==> src/rtl/prd_pkg.sv <==
// ----------------------------------------------------------------------------
// prd_pkg
// Shared types and constants for the policy record deframer: parse phases,
// field kinds, delimiter code units and the parse state, result and slot records.
// ----------------------------------------------------------------------------
`default_nettype none

package prd_pkg;

  localparam logic [31:0] MAGIC_WORD   = 32'h6765_5250;
  localparam logic [7:0]  CU_OPEN      = 8'h5B;
  localparam logic [7:0]  CU_SEP       = 8'h3B;
  localparam logic [7:0]  CU_CLOSE     = 8'h5D;
  localparam logic [31:0] WORD_BYTES   = 32'd4;
  localparam logic [31:0] HEADER_BYTES = 32'd8;
  localparam logic [31:0] SEP_BYTES    = 32'd2;
  localparam logic [31:0] MAGIC_LAST   = 32'd3;

  localparam logic [2:0] KIND_HEADER  = 3'd0;
  localparam logic [2:0] KIND_KEY     = 3'd1;
  localparam logic [2:0] KIND_VALUE   = 3'd2;
  localparam logic [2:0] KIND_TYPE    = 3'd3;
  localparam logic [2:0] KIND_SIZE    = 3'd4;
  localparam logic [2:0] KIND_DATA    = 3'd5;
  localparam logic [2:0] KIND_DELIM   = 3'd6;
  localparam logic [2:0] KIND_OUTSIDE = 3'd7;

  typedef enum logic [3:0] {
    PH_HEADER,
    PH_OUTSIDE,
    PH_KEY,
    PH_VALUE,
    PH_TYPE,
    PH_SEP_TYPE,
    PH_SIZE,
    PH_SEP_SIZE,
    PH_DATA,
    PH_SEEK_END,
    PH_ERROR
  } phase_t;

  typedef struct packed {
    phase_t      phase;
    logic [31:0] byte_count;
    logic        odd_byte;
    logic [7:0]  held_low_byte;
    logic [31:0] word_accumulator;
    logic [31:0] data_remaining;
    logic        error_flag;
  } parse_state_t;

  typedef struct packed {
    logic [2:0]  field_kind;
    logic [7:0]  byte_out;
    logic        field_first;
    logic        field_last;
    logic        record_done;
    logic [31:0] field_word;
    logic        format_error;
  } parse_result_t;

  typedef struct packed {
    logic       valid;
    logic [7:0] data_byte;
    logic       file_start;
  } in_slot_t;

  localparam parse_state_t STATE_RESET = '{
    phase:            PH_HEADER,
    byte_count:       32'd0,
    odd_byte:         1'b0,
    held_low_byte:    8'd0,
    word_accumulator: 32'd0,
    data_remaining:   32'd0,
    error_flag:       1'b0
  };

endpackage

`default_nettype wire

==> src/rtl/policy_record_deframer.sv <==
// an accepted input byte passes the input register, then the result register
// throughput: one byte per cycle while the output is not stalled, set by the
// combinational parse step between the input register and the result register
// reset: rst (synchronous) empties both registers and returns the parser to
// the header phase; file_start on a byte does the same for the parse state
// ----------------------------------------------------------------------------
// policy_record_deframer
// Tags each byte of a policy file with its field kind and field marks,
// checks the header magic and assembles the type and size words.
// ----------------------------------------------------------------------------
`default_nettype none

module policy_record_deframer (
  input  wire logic        clk,
  input  wire logic        rst,
  input  wire logic        in_valid,
  output logic             in_stall,
  input  wire logic [7:0]  data_byte,
  input  wire logic        file_start,
  output logic             out_valid,
  input  wire logic        out_stall,
  output logic [2:0]       field_kind,
  output logic [7:0]       byte_out,
  output logic             field_first,
  output logic             field_last,
  output logic             record_done,
  output logic [31:0]      field_word,
  output logic             format_error
);

  prd_pkg::in_slot_t      slot;
  prd_pkg::parse_state_t  state;
  prd_pkg::parse_state_t  state_next;
  prd_pkg::parse_result_t result_next;
  logic                   take;
  logic                   advance;

  // result register frees up when empty or when its transaction is taken
  assign take    = !out_valid || !out_stall;
  assign advance = slot.valid && take;

  prd_in_stage u_in_stage (
    .clk        (clk),
    .rst        (rst),
    .in_valid   (in_valid),
    .in_stall   (in_stall),
    .data_byte  (data_byte),
    .file_start (file_start),
    .take       (take),
    .slot       (slot)
  );

  prd_step u_step (
    .cur        (state),
    .data_byte  (slot.data_byte),
    .file_start (slot.file_start),
    .nxt        (state_next),
    .res        (result_next)
  );

  always_ff @(posedge clk) begin
    if (rst) begin
      state     <= prd_pkg::STATE_RESET;
      out_valid <= 1'b0;
    end else if (advance) begin
      state     <= state_next;
      out_valid <= 1'b1;
    end else if (!out_stall) begin
      out_valid <= 1'b0;
    end
    if (advance) begin
      field_kind   <= result_next.field_kind;
      byte_out     <= result_next.byte_out;
      field_first  <= result_next.field_first;
      field_last   <= result_next.field_last;
      record_done  <= result_next.record_done;
      field_word   <= result_next.field_word;
      format_error <= result_next.format_error;
    end
  end

  a_done_closes_field: assert property (@(posedge clk) disable iff (rst)
    out_valid && record_done |-> field_last && field_kind == prd_pkg::KIND_DELIM)
    else $error("record_done without closing delimiter mark");

  a_word_only_on_last: assert property (@(posedge clk) disable iff (rst)
    out_valid && field_word != 32'd0 |->
      field_last && (field_kind == prd_pkg::KIND_TYPE || field_kind == prd_pkg::KIND_SIZE))
    else $error("field_word set outside the last byte of type or size");

  a_error_outside: assert property (@(posedge clk) disable iff (rst)
    out_valid && format_error && field_kind != prd_pkg::KIND_HEADER |->
      field_kind == prd_pkg::KIND_OUTSIDE && !field_first && !field_last)
    else $error("tagged field after header magic failure");

  a_data_count_live: assert property (@(posedge clk) disable iff (rst)
    state.phase == prd_pkg::PH_DATA |-> state.data_remaining != 32'd0)
    else $error("data phase with nothing left to count");

  a_result_held: assert property (@(posedge clk) disable iff (rst)
    out_valid && out_stall |=> out_valid && $stable(field_word) && $stable(field_kind))
    else $error("stalled result changed");

endmodule

`default_nettype wire

==> src/rtl/prd_in_stage.sv <==
// ----------------------------------------------------------------------------
// prd_in_stage
// Input register of the deframer; holds one byte transaction until the
// parse stage takes it.
// ----------------------------------------------------------------------------
`default_nettype none

module prd_in_stage (
  input  wire logic             clk,
  input  wire logic             rst,
  input  wire logic             in_valid,
  output logic                  in_stall,
  input  wire logic [7:0]       data_byte,
  input  wire logic             file_start,
  input  wire logic             take,
  output prd_pkg::in_slot_t     slot
);

  // slot drains whenever the next stage can take it
  assign in_stall = slot.valid && !take;

  always_ff @(posedge clk) begin
    if (rst) begin
      slot.valid <= 1'b0;
    end else if (!in_stall) begin
      slot.valid <= in_valid;
    end
    if (in_valid && !in_stall) begin
      slot.data_byte  <= data_byte;
      slot.file_start <= file_start;
    end
  end

endmodule

`default_nettype wire

==> src/rtl/prd_step.sv <==
// ----------------------------------------------------------------------------
// prd_step
// One-byte parse step: from the current parse state and one input byte,
// computes the next state and the tagged result.
// ----------------------------------------------------------------------------
`default_nettype none

module prd_step (
  input  wire prd_pkg::parse_state_t  cur,
  input  wire logic [7:0]             data_byte,
  input  wire logic                   file_start,
  output prd_pkg::parse_state_t       nxt,
  output prd_pkg::parse_result_t      res
);

  prd_pkg::parse_state_t s;
  logic [31:0] cnt_inc;
  logic [31:0] acc_shift;
  logic [31:0] rem_dec;
  logic        unit_hi_zero;

  always_comb begin
    s            = file_start ? prd_pkg::STATE_RESET : cur;
    nxt          = s;
    cnt_inc      = s.byte_count + 32'd1;
    acc_shift    = {data_byte, s.word_accumulator[31:8]};
    rem_dec      = s.data_remaining - 32'd1;
    unit_hi_zero = s.odd_byte && (data_byte == 8'd0);

    res.field_kind  = prd_pkg::KIND_OUTSIDE;
    res.byte_out    = data_byte;
    res.field_first = 1'b0;
    res.field_last  = 1'b0;
    res.record_done = 1'b0;
    res.field_word  = 32'd0;

    case (s.phase)
      prd_pkg::PH_HEADER: begin
        res.field_kind       = prd_pkg::KIND_HEADER;
        res.field_first      = (s.byte_count == 32'd0);
        nxt.word_accumulator = acc_shift;
        nxt.byte_count       = cnt_inc;
        if (s.byte_count == prd_pkg::MAGIC_LAST && acc_shift != prd_pkg::MAGIC_WORD) begin
          nxt.error_flag = 1'b1;
        end
        if (cnt_inc >= prd_pkg::HEADER_BYTES) begin
          res.field_last = 1'b1;
          nxt.phase      = nxt.error_flag ? prd_pkg::PH_ERROR : prd_pkg::PH_OUTSIDE;
          nxt.byte_count = 32'd0;
          nxt.odd_byte   = 1'b0;
        end
      end
      prd_pkg::PH_OUTSIDE: begin
        nxt.odd_byte      = !s.odd_byte;
        nxt.held_low_byte = s.odd_byte ? s.held_low_byte : data_byte;
        if (unit_hi_zero && s.held_low_byte == prd_pkg::CU_OPEN) begin
          nxt.phase      = prd_pkg::PH_KEY;
          nxt.byte_count = 32'd0;
          nxt.odd_byte   = 1'b0;
        end
      end
      prd_pkg::PH_KEY, prd_pkg::PH_VALUE: begin
        res.field_kind    = (s.phase == prd_pkg::PH_KEY) ? prd_pkg::KIND_KEY
                                                         : prd_pkg::KIND_VALUE;
        res.field_first   = (s.byte_count == 32'd0);
        nxt.byte_count    = cnt_inc;
        nxt.odd_byte      = !s.odd_byte;
        nxt.held_low_byte = s.odd_byte ? s.held_low_byte : data_byte;
        // text ends on a ';' code unit with a zero high byte
        if (unit_hi_zero && s.held_low_byte == prd_pkg::CU_SEP) begin
          res.field_last = 1'b1;
          nxt.byte_count = 32'd0;
          nxt.odd_byte   = 1'b0;
          if (s.phase == prd_pkg::PH_KEY) begin
            nxt.phase = prd_pkg::PH_VALUE;
          end else begin
            nxt.phase            = prd_pkg::PH_TYPE;
            nxt.word_accumulator = 32'd0;
          end
        end
      end
      prd_pkg::PH_TYPE, prd_pkg::PH_SIZE: begin
        res.field_kind       = (s.phase == prd_pkg::PH_TYPE) ? prd_pkg::KIND_TYPE
                                                             : prd_pkg::KIND_SIZE;
        res.field_first      = (s.byte_count == 32'd0);
        nxt.word_accumulator = acc_shift;
        nxt.byte_count       = cnt_inc;
        if (cnt_inc >= prd_pkg::WORD_BYTES) begin
          res.field_last = 1'b1;
          res.field_word = acc_shift;
          if (s.phase == prd_pkg::PH_SIZE) begin
            nxt.data_remaining = acc_shift;
          end
          nxt.phase            = (s.phase == prd_pkg::PH_TYPE) ? prd_pkg::PH_SEP_TYPE
                                                               : prd_pkg::PH_SEP_SIZE;
          nxt.byte_count       = 32'd0;
          nxt.odd_byte         = 1'b0;
          nxt.word_accumulator = 32'd0;
        end
      end
      prd_pkg::PH_SEP_TYPE, prd_pkg::PH_SEP_SIZE: begin
        res.field_kind  = prd_pkg::KIND_DELIM;
        res.field_first = (s.byte_count == 32'd0);
        nxt.byte_count  = cnt_inc;
        if (cnt_inc >= prd_pkg::SEP_BYTES) begin
          res.field_last = 1'b1;
          nxt.byte_count = 32'd0;
          nxt.odd_byte   = 1'b0;
          if (s.phase == prd_pkg::PH_SEP_TYPE) begin
            nxt.phase = prd_pkg::PH_SIZE;
          end else begin
            nxt.phase = (s.data_remaining != 32'd0) ? prd_pkg::PH_DATA
                                                    : prd_pkg::PH_SEEK_END;
          end
        end
      end
      prd_pkg::PH_DATA: begin
        res.field_kind     = prd_pkg::KIND_DATA;
        res.field_first    = (s.byte_count == 32'd0);
        nxt.byte_count     = cnt_inc;
        nxt.data_remaining = rem_dec;
        if (rem_dec == 32'd0) begin
          res.field_last = 1'b1;
          nxt.phase      = prd_pkg::PH_SEEK_END;
          nxt.byte_count = 32'd0;
          nxt.odd_byte   = 1'b0;
        end
      end
      prd_pkg::PH_SEEK_END: begin
        res.field_kind    = prd_pkg::KIND_DELIM;
        res.field_first   = (s.byte_count == 32'd0);
        nxt.byte_count    = cnt_inc;
        nxt.odd_byte      = !s.odd_byte;
        nxt.held_low_byte = s.odd_byte ? s.held_low_byte : data_byte;
        if (unit_hi_zero && s.held_low_byte == prd_pkg::CU_CLOSE) begin
          res.field_last  = 1'b1;
          res.record_done = 1'b1;
          nxt.phase       = prd_pkg::PH_OUTSIDE;
          nxt.byte_count  = 32'd0;
          nxt.odd_byte    = 1'b0;
        end
      end
      default: begin
        // error phase: bytes pass as outside record until the next file
      end
    endcase

    res.format_error = nxt.error_flag;
  end

endmodule

`default_nettype wire
==> config.mk <==
export PLATFORM = sky130hd
export DESIGN_NAME = policy_record_deframer
export DESIGN_NICKNAME = d
export VERILOG_FILES = /design/src/rtl/prd_pkg.sv /design/src/rtl/policy_record_deframer.sv /design/src/rtl/prd_in_stage.sv /design/src/rtl/prd_step.sv
export SDC_FILE = /design/constraint.sdc
export NUM_CORES = 1
export LEC_CHECK = 0
export BUFFER_PORTS_ARGS = -buffer_cell sky130_fd_sc_hd__buf_4
export CAP_MARGIN = 20
export CORE_MARGIN = 2
export CORE_UTILIZATION = 40
export CTS_CLUSTER_DIAMETER = 60
export DETAILED_ROUTE_END_ITERATION = 12
export GPL_ROUTABILITY_DRIVEN = 0
export PLACE_DENSITY = 0.63
export SYNTH_ARGS = -nofsm -noshare
export SYNTH_HDL_FRONTEND = slang
export SYNTH_SLANG_ARGS = --single-unit
==> constraint.sdc <==
create_clock -name clk -period 6.2 [get_ports clk]
set_input_delay 0.31 -clock clk [delete_from_list [all_inputs] [get_ports clk]]
set_output_delay 0.31 -clock clk [all_outputs]
set_load 0.005 [all_outputs]
[Word level (Yosys, flattened, before mapping)]
Cells that the tools add are included.
Storage, ports and cells
  register bits after elaboration: 168
  input bits: 13
Cells by class
  add/subtract/negate cells: 2
  $lt $le $gt $ge: 3
  equal/unequal tests: 15
  multiplexer cells: 37
  reduce and logical (&&, ||, !) cells: 25
Operator list (count)
  $mux W37: 7
  $pmux W37 S7: 1
  $mux W110: 1
  $mux W32: 3
  $pmux W32 S3: 1
  $logic_not A32 Y1: 2
  $mux W64: 1
  $pmux W32 S2: 1
  $add A32 B1 Y32 const B: 1
  $eq A32 B2 Y1 const B: 1
  $ge A32 B2 Y1 const B: 1
  $ge A32 B3 Y1 const B: 1
  $ge A32 B4 Y1 const B: 1
  $ne A32 B31 Y1 const B: 1
  $reduce_bool A32 Y1: 1
  $sub A32 B1 Y32 const B: 1
  $eq A4 B3 Y1 const B: 4
  $eq A8 B7 Y1 const B: 2
  $mux W8: 2
  $pmux W3 S5: 1
  $pmux W2 S6: 1
  $mux W1: 11
  $eq A4 B2 Y1 const B: 2
  $eq A4 B4 Y1 const B: 2
  15 further kinds: 32

[Longest topological paths before layout]
Gate-level depths: netlist of the first run.
  depth in word-level cells: 8
  mapped depth: 23
  depth with buffers taken out: 14

[Modules after synthesis]
From an unflattened synthesis of the first run, not the netlist that was laid out.
Second synthesis, totals
  cell total of the unflattened synthesis: 1440
  area, all modules: 11952.7 µm²
By module, submodules not included
  policy_record_deframer: times used 1, cells each 528, area an instance 6346.1 µm²
  prd_step: times used 1, cells each 899, area an instance 5286.3 µm²
  prd_in_stage: times used 1, cells each 13, area an instance 320.3 µm²

[Worst setup path before layout of the first run]
Ideal clock, no wire load.
  path type: register to register
  start point: register, netlist name u_in_stage.slot[0]
  end point: register state[19] (netlist bit)
  arrival time: 5392 ps
  required time: 5991 ps
  slack: 599 ps
  cell stages (with the launch flop): 23
  period minus slack after synthesis: 5601 ps
  cells stage by stage: edfxtp_1 > buf_6 > clkbuf_1 > clkbuf_1 > clkbuf_1 > clkbuf_1 > buf_1 > clkbuf_1 > buf_1 > nor2b_1 > ha_1 > and4b_1 > nand4_4 > buf_6 > nor4_1 > o31ai_1 > nand3b_1 > or4_4 > o311a_4 > buf_2 > buf_2 > a221oi_1 > a21oi_1
On the way
  word-level cells in the longest chain between the ends: 5
  elaborated cells between the ends (all ways): 11
  those cells by class: 2 x add/sub; 1 x order compare; 3 x eq/ne; 4 x mux; 1 x reduce/logical
RTL lines
  $mux W110 (*): RTL line prd_step.sv:23  | s = file_start ? prd_pkg::STATE_RESET : cur;
  $add A32 B1 Y32 / $eq A4 B3 Y1 (equally long branches): RTL line prd_step.sv:25, prd_step.sv:37, prd_step.sv:91
  $ge A32 B3 Y1 / $mux W32 (equally long branches): RTL line prd_step.sv:88, prd_step.sv:91
  $mux W64: RTL line prd_step.sv:88  | if (cnt_inc >= prd_pkg::WORD_BYTES) begin
  $pmux W32 S2 (*): RTL line prd_step.sv:37  | case (s.phase)
  end signal: assignment: RTL line policy_record_deframer.sv:63  | state <= prd_pkg::STATE_RESET;
  end signal: assignment: RTL line policy_record_deframer.sv:66  | state <= state_next;
  end: declaration: RTL line policy_record_deframer.sv:32  | prd_pkg::parse_state_t state;
Every way passes the cells marked *; elsewhere a longest branch is shown, timed or not.
A chain may end at the register's enable or synchronous reset.

[Worst setup path after layout of the first run]
  start point: register, netlist name u_in_stage.slot[0]
  end point: register state[46] (netlist bit)
On the way
  word-level cells in the longest chain between the ends: 5
  elaborated cells between the ends (all ways): 17
  those cells by class: 1 x add/sub; 1 x order compare; 5 x eq/ne; 5 x mux; 5 x reduce/logical
RTL lines
  $mux W110 (*): RTL line prd_step.sv:23
  $add A32 B1 Y32, or another cell as far along: RTL line prd_step.sv:25  | cnt_inc = s.byte_count + 32'd1;
  $ge A32 B3 Y1, or another cell as far along: RTL line prd_step.sv:88
  $mux W64 / $mux W32 (equally long branches): RTL line prd_step.sv:88, prd_step.sv:70
  $pmux W32 S3 (*): RTL line prd_step.sv:37
Marked as above.

==> results.sh, run 1 <==
export IMPL_core_mm2=0.0233
export IMPL_drv_cap=0
export IMPL_ys_seq_elements=160
export IMPL_synthTopCellsByArea="dfxtp_1 (22%), edfxtp_1 (18%), nor2_1 (5.6%), a21oi_1 (3.5%), nand2_1 (3.2%)"
export IMPL_place_detailed_hpwl_um=19900
export IMPL_via_count=9033
export IMPL_syn_num_nets=1148
export IMPL_ant_nets=0
export IMPL_ys_seq_area_frac=0.400
export IMPL_avgSynthCellArea_um2=8.31
export IMPL_syn_area_mm2=0.00940
export IMPL_post_route_period_util=0.802
export IMPL_min_from="data_byte[5]"
export IMPL_grt_use_total=0.241
export IMPL_start_util=0.404
export IMPL_fin_hold_ws_ps=43.0
export IMPL_ys_flop_type="dfxtp_1"
export IMPL_ys_types=78
export IMPL_slowest_stage="a211oi_2"
export IMPL_yosysTopAreaCellShare=0.222
export IMPL_final_setup_tns_ps=0
export IMPL_crit_start="u_in_stage.slot[0]"
export IMPL_power_mw=2.51
export IMPL_clock_skew_ps=15.5
export IMPL_area_delta_synth_final_pct=12.7
export IMPL_crit_type="flop to flop"
export IMPL_outcome="complete, no violations"
export IMPL_fin_crit_ps=4970
export IMPL_post_cts_resized=0
export IMPL_hold_violations=0
export IMPL_cp_required_ps=6580
export IMPL_async_flop_share=0
export IMPL_drive_gt1_frac=0.117
export IMPL_drt_iter0_markers=908
export IMPL_port_buffers=61
export IMPL_startpoint_type="flop"
export IMPL_path_max_fanout=25
export IMPL_worstSetupEndpointType="flop"
export IMPL_dieArea_mm2=0.0247
export IMPL_die_width_um=157
export IMPL_cts_hold_buffers=0
export IMPL_fin_util=0.455
export IMPL_ir_drop_mv=0.145
export IMPL_path_depth=13
export IMPL_dieHeight_um=157
export IMPL_synthCells=1131
export IMPL_power_density_mw_per_mm2=237
export IMPL_synth_edf_count=56
export IMPL_hold_class="input pin to flop"
export IMPL_layout_common_cells="nor2_1 (139), dfxtp_1 (104), nand2_1 (80)"
export IMPL_grt_antenna_before_repair=0
export IMPL_cp_buffers_inverters=1
export IMPL_grt_pass1_wl_um=46800
export IMPL_p_leak_nw=3.63
export IMPL_slew_headroom=0.305
export IMPL_cts_tree="done"
export IMPL_clkTransAtPathRegs_ps=70
export IMPL_rsz0062_at_grt="no"
export IMPL_final_common_cell="nor2_1"
export IMPL_cts_max_path_buffers=2
export IMPL_slew_violations=0
export IMPL_cp_slowest_stage_delay_ps=810
export IMPL_num_rows=56
export IMPL_crit_family="simple AND/OR/NAND/NOR gates"
export IMPL_cp_cell_sequence="buf_4 > nor2b_1 > ha_1 > and4b_1 > nand4_4 > nor4_1 > mux2_2 > or3_1 > or3_4 > nor2_1 > nand2_1 > a211oi_2 > a22o_1"
export IMPL_max_freq_ghz=0.201
export IMPL_worstRegToRegCells=13
export IMPL_wl_per_cell_um=19.9
export IMPL_arrival_ps=5350
export IMPL_cts_root_buf="clkbuf_16"
export IMPL_htreeDepth=4
export IMPL_numCtsBuffers=17
export IMPL_synth_top_area_cell="dfxtp_1"
export IMPL_num_io_pins=62
export IMPL_grt_max_degree=51
export IMPL_grt_pass1_vias=8347
export IMPL_clkLatencyLatePin_ps=440
export IMPL_nets=1153
export IMPL_antenna_cells=0
export IMPL_drt_wl_total_um=29300
export IMPL_yosysWarnings=0
export IMPL_drc_errors=0
export IMPL_worstReg2RegStart="u_in_stage.slot[0]"
export IMPL_r2r_slack_ps=1230
export IMPL_overflow=0
export IMPL_hold_path_depth=1
export IMPL_drt_pass1_iter_count=7
export IMPL_cts_num_sinks=160
export IMPL_worstMarginPinSlew_ps=1030
export IMPL_cts_setup_buffers=0
export IMPL_setup_violations=0
export IMPL_vias_per_cell=6.15
-- worst register-to-register path, stage by stage (launching register included) --
cell and delay [ps]:
edfxtp_1 370, buf_4 240, nor2b_1 200, ha_1 340, and4b_1 330, nand4_4 250, nor4_1 390, mux2_2 390
or3_1 400, or3_4 420, nor2_1 310, nand2_1 230, a211oi_2 820, a22o_1 230
-- area by class of cell --
cell class	instances	area, µm²
inverter	49	185
clock buffer	17	425
sequential	160	3760
fill	2302	12700
multi-input combinational	832	5090
tap	319	399
timing repair buffer	76	578
clock inverter	15	150
-- cells by family (layout without fill, tap and decap cells) --
family,count (synthesis),in the layout,synth area share
adders and majority gates,4,4,0.00533
buffers and inverters,139,157,0.0596
DFF,160,160,0.400
AOI/OAI and AO/OA,310,310,0.229
muxes,10,10,0.0113
and+or+nand+nor,484,484,0.272
xor gates and xnor gates,24,24,0.0224
-- through the flow --
step	instances	area, µm²	setup WS, ps
final	1468	10600	1230
after detailed placement	1435	10000	1350
after floorplan	1131	9400	599
after global placement	1435	10000	1420
after global routing	1468	10600	954
after CTS	1467	10600	1290
-- flip-flops by register name (all words and copies together), names as in the netlist, 3 cells and up --
name             cells
state              102
field_word          32
u_in_stage.slot     10
byte_out             8
field_kind           3
-- cell usage after synthesis, types with 5 or more instances --
master and number:
nand3_1 37, nor2b_1 22, a311oi_1 5, xor2_1 9, or4_1 10, a21oi_1 65
nand4b_1 6, o21a_1 8, buf_2 13, o31a_1 6, a22o_1 27, a211oi_1 14
buf_1 7, xnor2_1 15, o2bb2ai_1 13, or3_1 8, a2111oi_0 5, nand2_1 80
nand3b_1 6, inv_1 48, nor4_1 34, o22ai_1 6, and3_1 12, a31oi_1 18
a21o_1 5, nand4_1 29, dfxtp_1 104, nor4b_1 10, edfxtp_1 56, nor2_1 139
a22oi_1 28, a221oi_1 9, mux2i_1 5, nor3_1 46, clkbuf_1 67, o31ai_1 11
o211ai_1 10, mux2_2 5, o311ai_0 6, nor3b_1 5, o21ai_0 46, nand2b_1 11
-- layer usage --
layer  global-route usage  routed length, µm  vias up
li1                     -                  -     4249
met1                0.325              12800     4334
met2                0.384              13500      385
met3               0.0399               2110       65
met4               0.0939                823        0
met5                    0                  0        -
-- power breakdown --
group          total, mW  switching (mW)  internal [mW]
logic              0.315           0.205          0.110
clock network       1.03           0.499          0.533
registers           1.16          0.0438           1.12
total               2.51           0.748           1.76
-- path summary, 6_finish.rpt --
kind	endpoint
min reg2reg	state[105]
min	u_in_stage.slot[6]
max	state[46]
max reg2reg	state[46]
(Power assumes the default switching activity.)
==> inputs of run 2 (changes only) <==
ABC_AREA = 1   (was unset)
PLACE_DENSITY = 0.64   (was 0.63)
clock period = 4.5 ns   (was 6.2 ns; I/O delays follow)
==> run 2 against run 1 <==
Compared with the run above: die area up 25%; clock skew shrank 0.66 ps; area after synthesis rose by 26%; non-clock buffer count is 9 higher; first-iteration DRC count rose by 82%; critical path type unchanged; largest cell class unchanged; largest power group unchanged.
==> results.sh, run 2 <==
export IMPL_p_leak_nw=5.97
export IMPL_syn_num_nets=1898
export IMPL_drc_errors=0
export IMPL_cts_num_sinks=160
export IMPL_synthCells=1881
export IMPL_cts_max_path_buffers=2
export IMPL_slew_violations=0
export IMPL_yosysTopAreaCellShare=0.176
export IMPL_avgSynthCellArea_um2=6.28
export IMPL_wl_per_cell_um=17.9
export IMPL_ir_drop_mv=0.245
export IMPL_drt_pass1_iter_count=6
export IMPL_syn_area_mm2=0.0118
export IMPL_muxShareOfSynthArea=0
export IMPL_clkLatencyLatePin_ps=450
export IMPL_grt_pass1_wl_um=65100
export IMPL_ys_seq_area_frac=0.318
export IMPL_final_setup_tns_ps=0
export IMPL_synthTopCellsByArea="dfxtp_1 (18%), nand2_1 (16%), edfxtp_1 (14%), nor2_1 (8.8%), inv_1 (7.1%)"
export IMPL_async_flop_share=0
export IMPL_dieHeight_um=176
export IMPL_largest_register_ffs=102
export IMPL_num_rows=62
export IMPL_drive_gt1_frac=0.100
export IMPL_grt_max_degree=171
export IMPL_overflow=0
export IMPL_worstSetupEndpointType="flop"
export IMPL_die_width_um=176
export IMPL_synth_top_family_by_area="simple AND/OR/NAND/NOR gates"
export IMPL_layout_common_cells="nand2_1 (513), nor2_1 (276), inv_1 (224)"
export IMPL_grt_antenna_before_repair=0
export IMPL_power_density_mw_per_mm2=297
export IMPL_setup_violations=0
export IMPL_synth_compound_area_frac=0.164
export IMPL_ys_flop_type="dfxtp_1"
export IMPL_yosysWarnings=0
export IMPL_area_delta_synth_final_pct=11.4
export IMPL_synth_common_cells="nand2_1 (513), nor2_1 (278), inv_1 (224), nand3_1 (150), dfxtp_1 (104)"
export IMPL_ys_seq_elements=160
export IMPL_crit_start="u_in_stage.slot[0]"
export IMPL_drt_iter0_markers=1651
export IMPL_hold_class="input pin to flop"
export IMPL_rsz0062_at_grt="no"
export IMPL_nets=1924
export IMPL_final_common_cell="nand2_1"
export IMPL_synth_xor_area_share=0.00519
export IMPL_startpoint_type="flop"
export IMPL_ys_types=50
export IMPL_outcome="complete, no violations"
export IMPL_worstReg2RegStart="u_in_stage.slot[0]"
export IMPL_max_freq_ghz=0.244
export IMPL_cts_root_buf="clkbuf_16"
export IMPL_via_count=13100
export IMPL_cp_required_ps=4870
export IMPL_htreeDepth=4
export IMPL_synth_edf_count=56
export IMPL_worstMarginPinSlew_ps=947
export IMPL_clock_skew_ps=14.8
export IMPL_numCtsBuffers=17
export IMPL_core_mm2=0.0289
export IMPL_final_cells=2304
export IMPL_cts_tree="done"
export IMPL_place_detailed_hpwl_um=28700
export IMPL_post_route_period_util=0.912
export IMPL_synthSimpleGateAreaFrac=0.397
export IMPL_largest_register="state"
export IMPL_synth_most_common_cell="nand2_1"
export IMPL_grt_pass1_vias=11900
export IMPL_drt_wl_total_um=41300
export IMPL_min_from="in_valid"
export IMPL_crit_type="flop to flop"
export IMPL_vias_per_cell=5.68
export IMPL_arrival_ps=4470
export IMPL_drv_cap=0
export IMPL_fin_crit_ps=4100
export IMPL_dieArea_mm2=0.0309
export IMPL_path_max_fanout=30
export IMPL_reg_largest_list="state x102, field_word x32, u_in_stage.slot x10"
export IMPL_placed_cells=2263
export IMPL_synth_fa_ha_area_frac=0.00423
export IMPL_slew_headroom=0.368
export IMPL_port_buffers=61
export IMPL_num_io_pins=62
export IMPL_clkTransAtPathRegs_ps=80
export IMPL_grt_use_total=0.267
export IMPL_antenna_cells=0
export IMPL_start_util=0.409
export IMPL_cts_setup_buffers=0
export IMPL_ant_nets=0
export IMPL_hold_violations=0
export IMPL_synth_top_area_cell="dfxtp_1"
==> run 2: cell types whose count changed in the layout (fill, tap and decap cells not counted), sizes merged, moves of 70 or more <==
cell	change
nand2	+455
inv	+192
nand3	+126
nor2	+164
o21ai	+70
==> run 2: what timing repair did <==
action,CTS,global route
resized for setup,0,0
hold buffers,9,0
endpoints found under the hold margin,9,0
endpoints found under the setup margin,0,0
==> run 2: metal layers <==
layer / part of all wire / vias to the layer above / global-route usage
li1: - / 6260 / -
met1: 0.45 / 6048 / 0.386
met2: 0.42 / 712 / 0.396
met3: 0.11 / 77 / 0.0543
met4: 0.021 / 0 / 0.0861
met5: 0 / - / 0
==> run 2: cells by family after synthesis <==
logic type               count (synthesis)
AO/OA/AOI/OAI                          323
AND/OR/NAND/NOR                       1069
buffers and inverters                  318
adder cells (fa/ha/maj)                  4
flip-flops                             160
XOR/XNOR                                 7
==> run 2: layout make-up <==
cell class / instances / area [µm²]
timing repair buffer: 85 / 686
tap: 384 / 480
sequential: 160 / 3760
fill: 2998 / 15800
inverter: 240 / 903
clock inverter: 14 / 150
clock buffer: 18 / 429
multi-input combinational: 1403 / 6760
==> run 2: power by group <==
group	internal, mW	leakage, nW	total [mW]	switching [mW]
combinational	0.241	4.28	0.804	0.563
clock	0.785	0.286	1.49	0.706
sequential	1.56	1.40	1.62	0.0581
total	2.59	5.97	3.92	1.33
==> run 2: final timing paths <==
path | end | slack, ps | cells after the start
max | state[21] | 400 | 18
max reg2reg | state[21] | 400 | 18
min reg2reg | state[49] | 470 | 2
min | u_in_stage.slot[9] | 50 | 3
==> run 2: through the flow <==
stage | utilization | hold slack (ps) | worst slack, ps | power [mW] | cell area [µm²]
after detailed placement | 0.432 | 404 | 507 | 2.43 | 12500
after global routing | 0.455 | 65.6 | 41.7 | 4.07 | 13200
after global placement | 0.432 | 403 | 617 | 2.42 | 12500
after floorplan | - | 324 | 781 | 2.20 | 11800
final | 0.455 | 48.5 | 397 | 3.92 | 13200
after CTS | 0.455 | 40.5 | 501 | 3.91 | 13200
==> run 2: critical path: stages, from the launching register on <==
cell and delay, ps:
edfxtp_1 430, inv_4 250, nand2_1 130, inv_1 110
ha_1 230, nand3_1 140, nor2_4 250, nand3_1 260
o21bai_1 190, nand2_1 130, nor2_1 120, nand2_1 90
nor2_4 250, nand3_4 130, nand2_4 290, nand2_1 430
inv_1 350, nand2_1 80, a41oi_1 160
